$ cat config.mk
export PLATFORM = sky130hd
export DESIGN_NAME = sde_front
export DESIGN_NICKNAME = d
export VERILOG_FILES = /design/src/rtl/sde_pkg.sv /design/src/rtl/sde_front.sv
export SDC_FILE = /design/constraint.sdc
export NUM_CORES = 1
export LEC_CHECK = 0
export ABC_AREA = 1
export BUFFER_PORTS_ARGS = -buffer_cell sky130_fd_sc_hd__buf_2
export CAP_MARGIN = 20
export CORE_AREA = 8 8 168 170
export CTS_CLUSTER_DIAMETER = 50
export DETAILED_ROUTE_END_ITERATION = 7
export DIE_AREA = 0 0 176 178
export HOLD_SLACK_MARGIN = 0.02
export PLACE_DENSITY = 0.89
export SLEW_MARGIN = 15
export SYNTH_ARGS = -nofsm -noshare
export SYNTH_HDL_FRONTEND = slang
export SYNTH_SLANG_ARGS = --single-unit
$ cat constraint.sdc
create_clock -name i_clk -period 12.1 [get_ports i_clk]
set_clock_uncertainty 0.2 [all_clocks]
set_input_delay 2.42 -clock i_clk [delete_from_list [all_inputs] [get_ports i_clk]]
set_output_delay 2.42 -clock i_clk [all_outputs]
set_load 0.1 [all_outputs]
$ cat src/rtl/sde_pkg.sv
`default_nettype none
// ----------------------------------------------------------------------------
// sde_pkg
// Shared types, sizes, codes and the key hash of the string dictionary encoder.
// ----------------------------------------------------------------------------
package sde_pkg;

    localparam int ENTRIES   = 1024;
    localparam int KEY_BYTES = 15;
    localparam int ID_W      = $clog2(ENTRIES);
    localparam int CNT_W     = ID_W + 1;
    localparam int RID_W     = 10;
    localparam int LEN_W     = 4;
    localparam int LO_W      = 64;
    localparam int HI_W      = 56;
    localparam int KEY_W     = LEN_W + HI_W + LO_W;
    localparam int SLOT_W    = 1 + ID_W + KEY_W;

    // operation codes
    localparam logic [1:0] OP_ENCODE  = 2'd0;
    localparam logic [1:0] OP_FIND    = 2'd1;
    localparam logic [1:0] OP_REVERSE = 2'd2;

    // status codes
    localparam logic [1:0] ST_FOUND    = 2'd0;
    localparam logic [1:0] ST_INSERTED = 2'd1;
    localparam logic [1:0] ST_UNKNOWN  = 2'd2;
    localparam logic [1:0] ST_FULL     = 2'd3;

    typedef logic [ID_W-1:0] t_id;

    typedef struct packed {
        logic [1:0]       operation;
        logic [LO_W-1:0]  key_low;
        logic [HI_W-1:0]  key_high;
        logic [LEN_W-1:0] key_length;
        logic [RID_W-1:0] query_id;
    } t_req;

    typedef struct packed {
        logic [RID_W-1:0] result_id;
        logic [1:0]       status;
        logic [LO_W-1:0]  out_key_low;
        logic [HI_W-1:0]  out_key_high;
        logic [LEN_W-1:0] out_key_length;
    } t_rsp;

    // normalized key: length and bytes, unused bytes zero
    typedef struct packed {
        logic [LEN_W-1:0] len;
        logic [HI_W-1:0]  hi;
        logic [LO_W-1:0]  lo;
    } t_key;

    // command from front to back
    typedef struct packed {
        logic [1:0]       op;
        t_key             key;
        t_id              hash;
        logic [RID_W-1:0] qid;
    } t_cmd;

    // forward table slot
    typedef struct packed {
        logic used;
        t_id  id;
        t_key key;
    } t_slot;

    // xor fold of the key into a slot index
    function automatic t_id hash_key(input t_key k);
        logic [KEY_W-1:0] v;
        logic [ID_W-1:0]  h;
        logic [ID_W:0]    e;
        v = k;
        h = '0;
        for (int i = 0; i < KEY_W; i++) begin
            h[i % ID_W] = h[i % ID_W] ^ v[i];
        end
        e = {1'b0, h};
        if (e >= CNT_W'(ENTRIES)) begin
            e = e - CNT_W'(ENTRIES);
        end
        return e[ID_W-1:0];
    endfunction

endpackage
`default_nettype wire

$ cat src/rtl/sde_front.sv
`default_nettype none
// ----------------------------------------------------------------------------
// sde_front
// Accepts requests, normalizes the key, hashes it and queues the command.
// ----------------------------------------------------------------------------
module sde_front (
    input  wire logic          i_clk,
    input  wire logic          i_rst_n,
    input  wire logic          i_valid,
    output logic               o_ready,
    input  wire sde_pkg::t_req i_req,
    output logic               o_cmd_valid,
    input  wire logic          i_cmd_pop,
    output sde_pkg::t_cmd      o_cmd
);

    sde_pkg::t_cmd              cmd;
    logic [sde_pkg::LEN_W-1:0]  len;
    sde_pkg::t_cmd              r_q [2];
    logic                       r_wr;
    logic                       r_rd;
    logic [1:0]                 r_cnt;
    logic                       push;

    // clamp length, clear bytes past it, hash
    always_comb begin
        len = i_req.key_length;
        if (len > sde_pkg::LEN_W'(sde_pkg::KEY_BYTES)) begin
            len = sde_pkg::LEN_W'(sde_pkg::KEY_BYTES);
        end
        cmd.op      = i_req.operation;
        cmd.qid     = i_req.query_id;
        cmd.key.len = len;
        for (int b = 0; b < 8; b++) begin
            cmd.key.lo[8*b +: 8] = (sde_pkg::LEN_W'(b) < len) ? i_req.key_low[8*b +: 8] : 8'd0;
        end
        for (int b = 0; b < 7; b++) begin
            cmd.key.hi[8*b +: 8] = (sde_pkg::LEN_W'(b + 8) < len) ?
                                   i_req.key_high[8*b +: 8] : 8'd0;
        end
        cmd.hash = sde_pkg::hash_key(cmd.key);
    end

    assign o_ready     = (r_cnt != 2'd2);
    assign push        = i_valid && o_ready;
    assign o_cmd_valid = (r_cnt != 2'd0);
    assign o_cmd       = r_q[r_rd];

    // two-entry command queue
    always_ff @(posedge i_clk) begin
        if (!i_rst_n) begin
            r_wr  <= 1'b0;
            r_rd  <= 1'b0;
            r_cnt <= 2'd0;
        end else begin
            if (push) begin
                r_wr <= ~r_wr;
            end
            if (i_cmd_pop) begin
                r_rd <= ~r_rd;
            end
            r_cnt <= r_cnt + {1'b0, push} - {1'b0, i_cmd_pop};
        end
    end

    always_ff @(posedge i_clk) begin
        if (push) begin
            r_q[r_wr] <= cmd;
        end
    end

endmodule
`default_nettype wire

==> flow_metrics.tcl <==
set metrics [dict create \
    fmax_ghz 0.176 \
    core_um2 25600 \
    power_switching_mw 1.21 \
    die_h_um 178 \
    cts_resized 0 \
    leakage_nw 7.68 \
    syn_area_um2 13800 \
    initial_core_util_pct 54.0 \
    hold_viol 0 \
    arrival_ns 3.05 \
    clk_pin_slew_ns 0.06 \
    ys_seq_area_share_pct 64.1 \
    area_growth_pct 21.2 \
    grt_pass1_wl_um 56800 \
    crit_type "reg -> out" \
    critPathRequiredTime_ns 9.48 \
    drc 0 \
    track_usage_pct 23.7 \
    postCtsSetupRepairBufs 0 \
    synth_cell_types 30 \
    ant_nets 0 \
    slew_violations 0 \
    globalRoute.totalOverflow 0 \
    drv_cap 0 \
    setup_viol_count_final 0 \
    crit_path_max_fanout 62 \
    cts_tree "done" \
    final_nets 1653 \
    synth_cells 1209 \
    synth-edff-count 292 \
    clkPwrFrac_pct 31.6 \
    syn_nets 1351 \
    synth-main-ff-cell "edfxtp_1" \
    critPathLaunchType "flip-flop" \
    place_inst 1809 \
    grt_setup_unrepaired "false" \
    r2r-end "r_q[0][6]" \
    yosys_warnings 0 \
    worstHoldPathType "reg -> reg" \
    outcome "complete, no violations" \
    die_width_um 176 \
    synth_area_leaders "edfxtp_1 (63%), mux2_2 (12%), nand2_1 (9.4%), inv_1 (4.6%), nand3_1 (2.9%)" \
    vias_per_cell 5.37 \
    power_density_nw_per_um2 195 \
    numCtsBuffers 35 \
    yosysMostFrequentCell "nand2_1" \
    clkLatencyLatePin_ns 0.50 \
    synth.top_cell.area_share_pct 63.4 \
    intPower_mw 2.05 \
    cp-endpoint "o_cmd[134]" \
    reg2reg_slack_ns 8.60 \
    layout-drive-gt1-share_pct 34.2 \
    end_kind "primary output" \
    async_reset_ff_share_pct 0 \
    yosysTopAreaCell "edfxtp_1" \
    hpwl_um 27400 \
    first_iter_violations 895 \
    cts_max_level 2 \
    comb_power_share_pct 28.9 \
    wl_per_cell_um 20.3 \
    die_area_um2 31300 \
    place_congestion 0.879 \
    ioPinCount 288 \
    vias 10100 \
    place.port_buffers 287 \
    tns_ns 0 \
    worst_pin_slew_ns 0.961 \
    relSlewSlack_pct 36.0 \
    peakVddDrop_mv 0.133 \
    ys_ff_latch 297 \
    grt_pass1_vias 10300 \
    layout_min_cycle_time_ns 5.67 \
    place_ws_ns 6.55 \
    r2r-start "r_cnt[0]" \
    layout.cells.non_filler 1876 \
    first_pass_iters 5 \
    core.rowCount 59 \
    grt_max_degree 68 \
    setup_ws_ns 6.43 \
    swShare_pct 37.2 \
    ff2ff_path_depth 6 \
    clock_sinks 297 \
    synthTopCellsByCount "nand2_1 (347), edfxtp_1 (292), inv_1 (170)" \
    clock-root-buffer "clkbuf_16" \
    antenna_found_initial 7 \
    ctsHoldBuffers 0 \
    drt_wl_total_um 38100 \
    period_share_pct 46.9 \
    avgSynthCellArea_um2 11.4 \
    seq_power_share_pct 39.5 \
    hp-start "r_cnt[1]" \
    clock_path_buffers 3 \
]
[critical path, cell delays in order (launching register included)]
cell	delay [ns]
dfxtp_4	0.87
buf_4	0.53
buf_16	0.32
mux2_2	0.40
buf_2	0.30
[metrics by stage]
step	hold WS (ns)	util (%)	cell area [µm²]	total power, mW
after floorplan	0.258	-	13800	2.08
after global placement	0.269	60.9	15600	2.23
after detailed placement	0.304	61.0	15600	2.25
after CTS	0.331	65.4	16800	3.28
after global routing	0.350	65.5	16800	3.36
final	0.336	65.5	16800	3.27
[cells by family after synthesis]
group	after synthesis	share of synthesized area [%]
compound gates	26	0.977
xor+xnor	13	0.823
fa+ha+maj	2	0.181
buf+inv	204	5.88
flops	297	64.1
mux	146	11.9
simple gates	521	16.2
[area by class of cell]
cell class	count	area (µm²)
Sequential cell	297	8870
Fill cell	1859	8850
Inverter	175	657
Clock buffer	40	895
Timing Repair Buffer	294	1510
Clock inverter	22	238
Tap cell	335	419
Multi-Input combinational cell	708	4170
Antenna cell	5	12.5
[worst min path at each step]
| stage | end | slack (ns) | cells past startpoint |
|---|---|---|---|
| floorplan | r_cnt[1] | 0.26 | 2 |
| global placement | r_cnt[1] | 0.27 | 2 |
| detailed placement | flip-flop | 0.30 | 2 |
| CTS | r_rd | 0.33 | 2 |
| global route | r_cnt[1] | 0.35 | 2 |
| finish | r_cnt[1] | 0.34 | 2 |
[layout by cell type (no fill, tap or decap), types with 5 or more instances in the layout]
cell	instances
clkinv_1	8
nor2_1	43
inv_1	170
mux2_2	146
nor2_4	9
clkbuf_1	5
edfxtp_1	292
nor2_2	7
nand2_2	9
buf_4	6
o21ai_0	13
buf_2	287
nand2_1	347
xor2_1	9
a21oi_1	8
clkbuf_16	35
nand4_1	19
nand3_1	80
diode_2	5
[sequential cells by signal, indices dropped and copies added, names as in the netlist, named ones only]
| register | cells |
|---|---|
| r_rd | 1 |
| r_cnt | 2 |
| r_q | 292 |
| r_wr | 1 |
[layer usage]
metal  part of all wire (%)  wire length (µm)  track usage [%]  up-vias
li1                       -                 -                -     4694
met3                    8.2              3120             5.55      102
met2                     49             18800             41.3      464
met1                     39             14800             27.9     4800
met5                  0.076                29                0        -
met4                    3.6              1370             9.96        6
[power groups by stage]
stage               clock (mW)  combinational [mW]  sequential (mW)
finish                    1.03               0.943             1.29
global route              1.09               0.982             1.30
CTS                       1.04               0.945             1.29
detailed placement           0               0.941             1.31
global placement             0               0.926             1.30
floorplan                    0               0.766             1.32
(Power assumes the default switching activity.)
